## src/design/audio_decimating_format_converter_core_defines.svh

```systemverilog
// Assertion macros used by the converter core RTL.
`ifndef AUDIO_DECIMATING_FORMAT_CONVERTER_CORE_DEFINES_SVH
`define AUDIO_DECIMATING_FORMAT_CONVERTER_CORE_DEFINES_SVH

`ifndef SYNTHESIS
`define ADFC_ASSERT_ALWAYS(label, expr, msg) \
  label: assert property (@(posedge clk) disable iff (rst) (expr)) else $error(msg);
`define ADFC_ASSERT_SAME(label, ante, cons, msg) \
  label: assert property (@(posedge clk) disable iff (rst) (ante) |-> (cons)) else $error(msg);
`define ADFC_ASSERT_NEXT(label, ante, cons, msg) \
  label: assert property (@(posedge clk) disable iff (rst) (ante) |=> (cons)) else $error(msg);
`else
`define ADFC_ASSERT_ALWAYS(label, expr, msg)
`define ADFC_ASSERT_SAME(label, ante, cons, msg)
`define ADFC_ASSERT_NEXT(label, ante, cons, msg)
`endif

`endif

```

## src/design/adfc_pkg.sv

```systemverilog
// Shared constants and types of the audio decimating format converter.
package adfc_pkg;

  localparam int unsigned SOURCE_RATE      = 16000;
  localparam int unsigned MAX_BLOCK_FRAMES = 4096;
  localparam int unsigned BITS_THRESHOLD   = 12;

  localparam int unsigned SAMPLE_W   = 16;
  localparam int unsigned LEN_W      = 13;
  localparam int unsigned RATE_W     = 16;
  localparam int unsigned BITS_W     = 8;
  localparam int unsigned CRATE_W    = 14;
  localparam int unsigned POS_W      = 26;
  localparam int unsigned PROD_W     = LEN_W + CRATE_W;
  localparam int unsigned SEL_W      = POS_W + 1 + CRATE_W;
  localparam int unsigned CFG_IDX_W  = 2;
  localparam int unsigned CFG_DATA_W = 16;

  localparam logic [RATE_W-1:0] RATE_RESET   = RATE_W'(16000);
  localparam logic [BITS_W-1:0] BITS_RESET   = BITS_W'(16);
  localparam logic              STEREO_RESET = 1'b1;

  typedef enum logic [CFG_IDX_W-1:0] {
    CFG_TARGET_RATE = 2'd0,
    CFG_TARGET_BITS = 2'd1,
    CFG_KEEP_STEREO = 2'd2
  } cfg_reg_t;

  typedef struct packed {
    logic eight;
    logic stereo;
  } fmt_ctrl_t;

endpackage

```

## src/design/adfc_in_if.sv

```systemverilog
// Input frame channel: valid/ready handshake with one stereo frame per item.
interface adfc_in_if;
  logic                                valid;
  logic                                ready;
  logic signed [adfc_pkg::SAMPLE_W-1:0] left_sample;
  logic signed [adfc_pkg::SAMPLE_W-1:0] right_sample;
  logic                                block_start;
  logic [adfc_pkg::LEN_W-1:0]           block_frames;

  modport source (output valid, left_sample, right_sample, block_start, block_frames,
                  input ready);
  modport sink (input valid, left_sample, right_sample, block_start, block_frames,
                output ready);
endinterface

```

## src/design/adfc_out_if.sv

```systemverilog
// Output frame channel: valid/ready handshake with one converted frame per item.
interface adfc_out_if;
  logic                                valid;
  logic                                ready;
  logic signed [adfc_pkg::SAMPLE_W-1:0] first_value;
  logic signed [adfc_pkg::SAMPLE_W-1:0] second_value;
  logic                                is_eight_bit;
  logic                                is_stereo;
  logic                                last_of_block;

  modport source (output valid, first_value, second_value, is_eight_bit, is_stereo,
                  last_of_block, input ready);
  modport sink (input valid, first_value, second_value, is_eight_bit, is_stereo,
                last_of_block, output ready);
endinterface

```

## src/design/audio_decimating_format_converter_core.sv

```systemverilog
// Converts 16 kHz stereo frames to a lower rate by dropping frames, with 8/16-bit and mono mix.
// One input frame is accepted every clock cycle unless the input stalls. A kept frame passes
// through the input register and then the result register, which it enters once the input
// register moves on. Frames that are dropped produce no output item. The input stalls only
// while the result register holds an item the sink has not taken and the input register
// is full. Frame selection compares n*16000 against (i+1)*rate with one 27x14 multiplier
// per frame. The block's output count is kept as the product len*rate, formed by a 13x14
// multiplier at block start, so no divider is needed.
`include "audio_decimating_format_converter_core_defines.svh"

module audio_decimating_format_converter_core (
  input  logic                               clk,
  input  logic                               rst,
  input  logic                               cfg_en,
  input  logic [adfc_pkg::CFG_IDX_W-1:0]      cfg_index,
  input  logic [adfc_pkg::CFG_DATA_W-1:0]     cfg_data,
  adfc_in_if.sink                            in_ch,
  adfc_out_if.source                         out_ch
);

  localparam int unsigned PW = adfc_pkg::PROD_W;
  localparam logic [PW-1:0] STEP1 = PW'(adfc_pkg::SOURCE_RATE);
  localparam logic [PW-1:0] STEP2 = PW'(2 * adfc_pkg::SOURCE_RATE);

  logic [adfc_pkg::RATE_W-1:0] target_rate;
  logic [adfc_pkg::BITS_W-1:0] target_bits;
  logic                        keep_stereo;

  logic                                 s1_valid;
  logic signed [adfc_pkg::SAMPLE_W-1:0] s1_left;
  logic signed [adfc_pkg::SAMPLE_W-1:0] s1_right;
  logic                                 s1_start;
  logic [adfc_pkg::LEN_W-1:0]           s1_len;
  logic                                 s1_move;

  logic [adfc_pkg::POS_W-1:0] in_pos;
  logic [PW-1:0]              prod;
  logic [PW-1:0]              acc;

  logic [adfc_pkg::CRATE_W-1:0] crate;
  logic [adfc_pkg::LEN_W-1:0]   len_clamped;
  logic [PW-1:0]                blk_prod;
  logic [PW-1:0]                prod_cur;
  logic [PW-1:0]                acc_cur;
  logic [PW-1:0]                acc1;
  logic [PW-1:0]                acc2;
  logic [adfc_pkg::POS_W-1:0]   pos_cur;
  logic [adfc_pkg::SEL_W-1:0]   sel_prod;
  logic                         emit;
  logic                         last;

  adfc_pkg::fmt_ctrl_t                  ctrl;
  logic signed [adfc_pkg::SAMPLE_W-1:0] fmt_first;
  logic signed [adfc_pkg::SAMPLE_W-1:0] fmt_second;

  logic                                 out_valid;
  logic signed [adfc_pkg::SAMPLE_W-1:0] out_first;
  logic signed [adfc_pkg::SAMPLE_W-1:0] out_second;
  logic                                 out_eight;
  logic                                 out_stereo;
  logic                                 out_last;

  // Configuration registers
  always_ff @(posedge clk) begin
    if (rst) begin
      target_rate <= adfc_pkg::RATE_RESET;
      target_bits <= adfc_pkg::BITS_RESET;
      keep_stereo <= adfc_pkg::STEREO_RESET;
    end else if (cfg_en) begin
      case (adfc_pkg::cfg_reg_t'(cfg_index))
        adfc_pkg::CFG_TARGET_RATE: target_rate <= cfg_data[adfc_pkg::RATE_W-1:0];
        adfc_pkg::CFG_TARGET_BITS: target_bits <= cfg_data[adfc_pkg::BITS_W-1:0];
        adfc_pkg::CFG_KEEP_STEREO: keep_stereo <= cfg_data[0];
        default: ;
      endcase
    end
  end

  // Input register
  assign s1_move     = s1_valid && (!out_valid || out_ch.ready);
  assign in_ch.ready = !s1_valid || s1_move;

  always_ff @(posedge clk) begin
    if (rst) begin
      s1_valid <= 1'b0;
    end else if (in_ch.valid && in_ch.ready) begin
      s1_valid <= 1'b1;
    end else if (s1_move) begin
      s1_valid <= 1'b0;
    end
  end

  always_ff @(posedge clk) begin
    if (in_ch.valid && in_ch.ready) begin
      s1_left  <= in_ch.left_sample;
      s1_right <= in_ch.right_sample;
      s1_start <= in_ch.block_start;
      s1_len   <= in_ch.block_frames;
    end
  end

  // Frame selection
  always_comb begin
    if (32'(target_rate) > adfc_pkg::SOURCE_RATE) begin
      crate = adfc_pkg::CRATE_W'(adfc_pkg::SOURCE_RATE);
    end else if (target_rate == '0) begin
      crate = adfc_pkg::CRATE_W'(1);
    end else begin
      crate = target_rate[adfc_pkg::CRATE_W-1:0];
    end
  end

  assign len_clamped = (32'(s1_len) > adfc_pkg::MAX_BLOCK_FRAMES)
                     ? adfc_pkg::LEN_W'(adfc_pkg::MAX_BLOCK_FRAMES) : s1_len;
  assign blk_prod = PW'(len_clamped) * PW'(crate);
  assign prod_cur = s1_start ? blk_prod : prod;
  assign acc_cur  = s1_start ? '0 : acc;
  assign pos_cur  = s1_start ? '0 : in_pos;
  assign acc1     = acc_cur + STEP1;
  assign acc2     = acc_cur + STEP2;
  assign sel_prod = (adfc_pkg::SEL_W'(pos_cur) + adfc_pkg::SEL_W'(1))
                  * adfc_pkg::SEL_W'(crate);
  assign emit     = (acc1 <= prod_cur) && (adfc_pkg::SEL_W'(acc_cur) < sel_prod);
  assign last     = acc2 > prod_cur;

  always_ff @(posedge clk) begin
    if (rst) begin
      in_pos <= '0;
      prod   <= '0;
      acc    <= '0;
    end else if (s1_move) begin
      in_pos <= (&pos_cur) ? pos_cur : pos_cur + adfc_pkg::POS_W'(1);
      prod   <= prod_cur;
      acc    <= emit ? acc1 : acc_cur;
    end
  end

  // Output formatting
  assign ctrl.eight  = 32'(target_bits) < adfc_pkg::BITS_THRESHOLD;
  assign ctrl.stereo = keep_stereo;

  adfc_format u_format (
    .left_sample  (s1_left),
    .right_sample (s1_right),
    .ctrl         (ctrl),
    .first_value  (fmt_first),
    .second_value (fmt_second)
  );

  // Result register
  always_ff @(posedge clk) begin
    if (rst) begin
      out_valid <= 1'b0;
    end else if (s1_move && emit) begin
      out_valid <= 1'b1;
    end else if (out_ch.ready) begin
      out_valid <= 1'b0;
    end
  end

  always_ff @(posedge clk) begin
    if (s1_move && emit) begin
      out_first  <= fmt_first;
      out_second <= fmt_second;
      out_eight  <= ctrl.eight;
      out_stereo <= ctrl.stereo;
      out_last   <= last;
    end
  end

  assign out_ch.valid         = out_valid;
  assign out_ch.first_value   = out_first;
  assign out_ch.second_value  = out_second;
  assign out_ch.is_eight_bit  = out_eight;
  assign out_ch.is_stereo     = out_stereo;
  assign out_ch.last_of_block = out_last;

  `ADFC_ASSERT_ALWAYS(a_acc_within_block, acc <= prod, "output count exceeds block limit")
  `ADFC_ASSERT_SAME(a_ready_when_empty, !out_valid, in_ch.ready, "input stalled with empty output")
  `ADFC_ASSERT_SAME(a_mono_second_zero, out_valid && !out_stereo, out_second == '0,
                    "mono item carries a second value")
  `ADFC_ASSERT_NEXT(a_pos_advance, s1_move && !s1_start, in_pos >= $past(in_pos),
                    "input position went backward within a block")

endmodule

```

## src/design/adfc_format.sv

```systemverilog
// Sample formatter: 16/8-bit width selection and stereo or mono mix.
module adfc_format (
  input  logic signed [adfc_pkg::SAMPLE_W-1:0] left_sample,
  input  logic signed [adfc_pkg::SAMPLE_W-1:0] right_sample,
  input  adfc_pkg::fmt_ctrl_t                  ctrl,
  output logic signed [adfc_pkg::SAMPLE_W-1:0] first_value,
  output logic signed [adfc_pkg::SAMPLE_W-1:0] second_value
);

  logic signed [adfc_pkg::SAMPLE_W:0] sum;

  assign sum = {left_sample[adfc_pkg::SAMPLE_W-1], left_sample}
             + {right_sample[adfc_pkg::SAMPLE_W-1], right_sample};

  always_comb begin
    if (ctrl.stereo) begin
      if (ctrl.eight) begin
        first_value  = {{8{left_sample[15]}}, left_sample[15:8]};
        second_value = {{8{right_sample[15]}}, right_sample[15:8]};
      end else begin
        first_value  = left_sample;
        second_value = right_sample;
      end
    end else begin
      if (ctrl.eight) begin
        first_value = {{8{sum[16]}}, sum[16:9]};
      end else begin
        first_value = sum[16:1];
      end
      second_value = '0;
    end
  end

endmodule

```

## src/flat_wrapper.sv

```systemverilog
// flat-port wrapper written by rule: the top's interface ports become plain ports
module audio_decimating_format_converter_core_flat 
  (clk, rst, cfg_en, cfg_index, cfg_data, in_ch_valid, in_ch_left_sample, in_ch_right_sample, in_ch_block_start, in_ch_block_frames, in_ch_ready, out_ch_valid, out_ch_first_value, out_ch_second_value, out_ch_is_eight_bit, out_ch_is_stereo, out_ch_last_of_block, out_ch_ready);
  adfc_in_if in_ch_i ();
  adfc_out_if out_ch_i ();
  input  logic clk;
  input  logic rst;
  input  logic cfg_en;
  input  logic [adfc_pkg::CFG_IDX_W-1:0] cfg_index;
  input  logic [adfc_pkg::CFG_DATA_W-1:0] cfg_data;
  input wire logic [$bits(in_ch_i.valid)-1:0] in_ch_valid;
  input wire logic [$bits(in_ch_i.left_sample)-1:0] in_ch_left_sample;
  input wire logic [$bits(in_ch_i.right_sample)-1:0] in_ch_right_sample;
  input wire logic [$bits(in_ch_i.block_start)-1:0] in_ch_block_start;
  input wire logic [$bits(in_ch_i.block_frames)-1:0] in_ch_block_frames;
  output wire logic [$bits(in_ch_i.ready)-1:0] in_ch_ready;
  output wire logic [$bits(out_ch_i.valid)-1:0] out_ch_valid;
  output wire logic [$bits(out_ch_i.first_value)-1:0] out_ch_first_value;
  output wire logic [$bits(out_ch_i.second_value)-1:0] out_ch_second_value;
  output wire logic [$bits(out_ch_i.is_eight_bit)-1:0] out_ch_is_eight_bit;
  output wire logic [$bits(out_ch_i.is_stereo)-1:0] out_ch_is_stereo;
  output wire logic [$bits(out_ch_i.last_of_block)-1:0] out_ch_last_of_block;
  input wire logic [$bits(out_ch_i.ready)-1:0] out_ch_ready;
  assign in_ch_i.valid = in_ch_valid;
  assign in_ch_i.left_sample = in_ch_left_sample;
  assign in_ch_i.right_sample = in_ch_right_sample;
  assign in_ch_i.block_start = in_ch_block_start;
  assign in_ch_i.block_frames = in_ch_block_frames;
  assign in_ch_ready = in_ch_i.ready;
  assign out_ch_valid = out_ch_i.valid;
  assign out_ch_first_value = out_ch_i.first_value;
  assign out_ch_second_value = out_ch_i.second_value;
  assign out_ch_is_eight_bit = out_ch_i.is_eight_bit;
  assign out_ch_is_stereo = out_ch_i.is_stereo;
  assign out_ch_last_of_block = out_ch_i.last_of_block;
  assign out_ch_i.ready = out_ch_ready;
  audio_decimating_format_converter_core u_core (.clk(clk), .rst(rst), .cfg_en(cfg_en), .cfg_index(cfg_index), .cfg_data(cfg_data), .in_ch(in_ch_i), .out_ch(out_ch_i));
endmodule
```

## config.mk

```make
export PLATFORM = sky130hd
export DESIGN_NAME = audio_decimating_format_converter_core_flat
export DESIGN_NICKNAME = d
export VERILOG_FILES = /design/src/design/adfc_pkg.sv /design/src/design/adfc_in_if.sv /design/src/design/adfc_out_if.sv /design/src/design/audio_decimating_format_converter_core.sv /design/src/design/adfc_format.sv /design/src/flat_wrapper.sv
export VERILOG_INCLUDE_DIRS = /design/src /design/src/design
export SDC_FILE = /design/constraint.sdc
export NUM_CORES = 2
export LEC_CHECK = 0
export ABC_AREA = 1
export ABC_CLOCK_PERIOD_IN_PS = 13300
export BUFFER_PORTS_ARGS = -buffer_cell sky130_fd_sc_hd__buf_4
export CORE_UTILIZATION = 64
export CTS_CLUSTER_DIAMETER = 40
export DETAILED_ROUTE_END_ITERATION = 6
export PLACE_DENSITY_LB_ADDON = 0.05
export SYNTH_ARGS = -nofsm -noshare
export SYNTH_HDL_FRONTEND = slang
export SYNTH_SLANG_ARGS = --single-unit
```

## constraint.sdc

```tcl
create_clock -name clk -period 13.3 [get_ports clk]
set_clock_uncertainty 0.05 [all_clocks]
set_input_delay 1.33 -clock clk [delete_from_list [all_inputs] [get_ports clk]]
set_output_delay 1.33 -clock clk [all_outputs]
set_load 0.02 [all_outputs]
```

==> results_dict.tcl <==
set metrics [dict create \
    pwr-share-comb_pct 59.4 \
    postCtsSetupBuffers 0 \
    syn2layout_area_growth_pct 6.563 \
    die_w_um 218.1 \
    cpPeakStageDelay_ns 0.94 \
    multi_input_area_um2 21400 \
    status "finished, final reports clean" \
    synth_seq_area_share_pct 15.18 \
    hold_viol 0 \
    die_h_um 218.1 \
    power.density_nw_per_um2 91.88 \
    cp-start-kind "flip-flop" \
    setup_viol 0 \
    synth.net_count 4730 \
    avgRoutedWirePerCell_um 18.40 \
    port_buffers 105 \
    syn_area_per_cell_um2 7.540 \
    cts_resized 0 \
    grt_pass1_wl_um 135800 \
    cp_common_cell "nand2_1" \
    n_antenna_cell 0 \
    rsz0062_at_grt "false" \
    cts_tree "yes" \
    p_switching_mw 1.426 \
    seq_area_um2 4534 \
    antenna_found_initial 0 \
    period_minus_slack_ns 10.84 \
    grt.overflow.total 0 \
    cap_violations 0 \
    syn_inst 3962 \
    postCtsHoldBufs 0 \
    gp_congestion 0.9683 \
    crit_path_top_delay_cell "edfxtp_1" \
    cts-root-buf "clkbuf_16" \
    ant_nets 0 \
    place_inst 4592 \
    final_cell_mix "inv_1, nand2_1, fa_1" \
    synth.distinct_cells 57 \
    critPathRequiredTime_ns 13.35 \
    dr.pass1.iters 6 \
    clockBufferDepth 2 \
    wl_um 85090 \
    htree_num_levels 4 \
    num_rows 78 \
    clk_latency_ns 0.47 \
    drc_errors 0 \
    vdd_drop_max_v 0.0001294 \
    dieArea_um2 47550 \
    grt_pass1_vias 25470 \
    clock-sinks 186 \
    relSlewSlack_pct 20.15 \
    timing.fmax_mhz 92.28 \
    p_leak_nw 16.56 \
    arrival_ns 10.89 \
    endpoint_kind "flip-flop" \
    ys_seq_elements 186 \
    power_frac_seq_pct 22.4 \
    core_um2 45670 \
    clkTransAtPathRegs_ns 0.08 \
    worst_pin_slew_ns 1.194 \
    intPower_mw 1.499 \
    p_clk_share_pct 18.2 \
    drtIter0Drc 2331 \
    fill_cells 3943 \
    syn_area_um2 29870 \
    top_level_ports 106 \
    layout.cells.non_filler 4624 \
    cp_max_fo 46 \
    fin_nets 4779 \
    grt_max_degree 63 \
    cts_buffers 17 \
    vias_per_cell 5.610 \
    crit_type "flip-flop to flip-flop" \
    layout_commonest_cell "inv_1" \
    initial_core_util_pct 65.41 \
    track_usage_pct 37.05 \
    report.final.slew_viol_count 0 \
    p_sw_share_pct 48.75 \
    period_share_pct 81.47 \
    vias 25940 \
    hpwl_um 68520 \
    drive_gt1_share_pct 5.666 \
    hp-class "flip-flop to flip-flop" \
    ys.warnings.count 0 \
    tns_ns 0 \
]
==> path summary, 6_finish.rpt <==
kind / slack (ns) / to / from / cells past startpoint
setup / recovery: 2.46 / u_core.out_ch.is_eight_bit / u_core.s1_start / 42
hold / removal: 0.41 / u_core.acc[5] / u_core.acc[5] / 2
setup reg to reg: 2.46 / u_core.out_ch.is_eight_bit / u_core.s1_start / 42
hold reg to reg: 0.41 / u_core.acc[5] / u_core.acc[5] / 2
==> sequential cells by signal, summed over array words and instances, names as in the netlist <==
signal                       count
u_core.target_bits               6
u_core.acc                      27
u_core.out_ch.last_of_block      1
u_core.s1_left                  16
u_core.s1_start                  1
u_core.out_ch.is_eight_bit       1
u_core.s1_len                   13
u_core.target_rate              16
u_core.s1_right                 16
u_core.keep_stereo               1
u_core.out_ch.valid              1
u_core.prod                     27
u_core.in_pos                   26
u_core.out_ch.is_stereo          1
u_core.out_ch.second_value      16
u_core.s1_valid                  1
u_core.out_ch.first_value       16
==> stage by stage <==
step                      setup slack, ns  hold WS [ns]  cell area (um2)  power [mW]  util (%)
final                               2.464        0.4108            31830       2.925     69.70
after global placement              2.855        0.3927            31230       2.364     68.38
after floorplan                     3.713        0.3564            29870       1.826         -
after detailed placement            2.641        0.3978            31230       2.376     68.38
after global routing                1.812        0.4436            31830       3.142     69.70
after CTS                           2.599        0.4111            31830       2.916     69.70
==> logic make-up after synthesis <==
logic type	synth area share (%)
simple gates	21.02
xor+xnor	2.903
fa+ha+maj	40.08
flops	15.18
mux	0.1675
buf+inv	13.21
compound gates	7.434
==> worst max-delay path, delay by kind of cell, from the launching register on <==
family | cells | cell delay (ns)
adder cells (fa/ha/maj) | 8 | 3.74
buffers and inverters | 11 | 2.56
AND/OR/NAND/NOR | 18 | 2.01
flip-flops | 1 | 0.94
XOR/XNOR | 2 | 0.73
AO/OA/AOI/OAI | 3 | 0.34
==> layout make-up <==
cell class / instances / area share [%]
multi-input combinational: 2739 / 67.22
sequential: 186 / 14.24
inverter: 924 / 10.92
timing repair buffer: 143 / 3.372
tap: 600 / 2.358
clock buffer: 17 / 1.336
clock inverter: 15 / 0.5502
==> routing by layer <==
layer | global-route usage (%) | wire length (um)
met2 | 60.81 | 40280
met4 | 16.46 | 4111
met3 | 5.844 | 7113
met5 | 0 | 0
met1 | 48.41 | 33580
==> cells in the mapped netlist (all sizes together) <==
master	n	share of area, %
inv	916	12
nand2	887	11
fa	430	29
nor2	418	5.4
ha	269	11
a21oi	187	3.1
nand3	151	2.6
o21ai	130	2.2
dfxtp	105	7.0
clkbuf	89	1.1
edfxtp	81	8.1
xor2	59	1.7
xnor2	40	1.2
nor3	36	0.67
buf	24	0.46
nand4	24	0.52
a31oi	16	0.40
nor4	12	0.25
o21bai	12	0.30
o221ai	12	0.35
or2	9	0.19
a221oi	8	0.34
clkinv	8	0.12
o21a	8	0.20
o211ai	6	0.15
mux2i	5	0.17
a211oi	4	0.12
a21o	3	0.075
o31ai	3	0.075
a21boi	2	0.050
and2	2	0.042
nand3b	2	0.050
and3	1	0.021
nor4b	1	0.029
o2111ai	1	0.029
o21ba	1	0.034
==> power groups by stage <==
stage / Clock, mW / Sequential [mW] / Combinational, mW
floorplan: 0 / 0.666 / 1.16
CTS: 0.535 / 0.654 / 1.73
detailed placement: 0 / 0.666 / 1.71
finish: 0.533 / 0.654 / 1.74
global placement: 0 / 0.666 / 1.70
global route: 0.556 / 0.657 / 1.93
No activity file was read; power rests on OpenSTA's default activity.
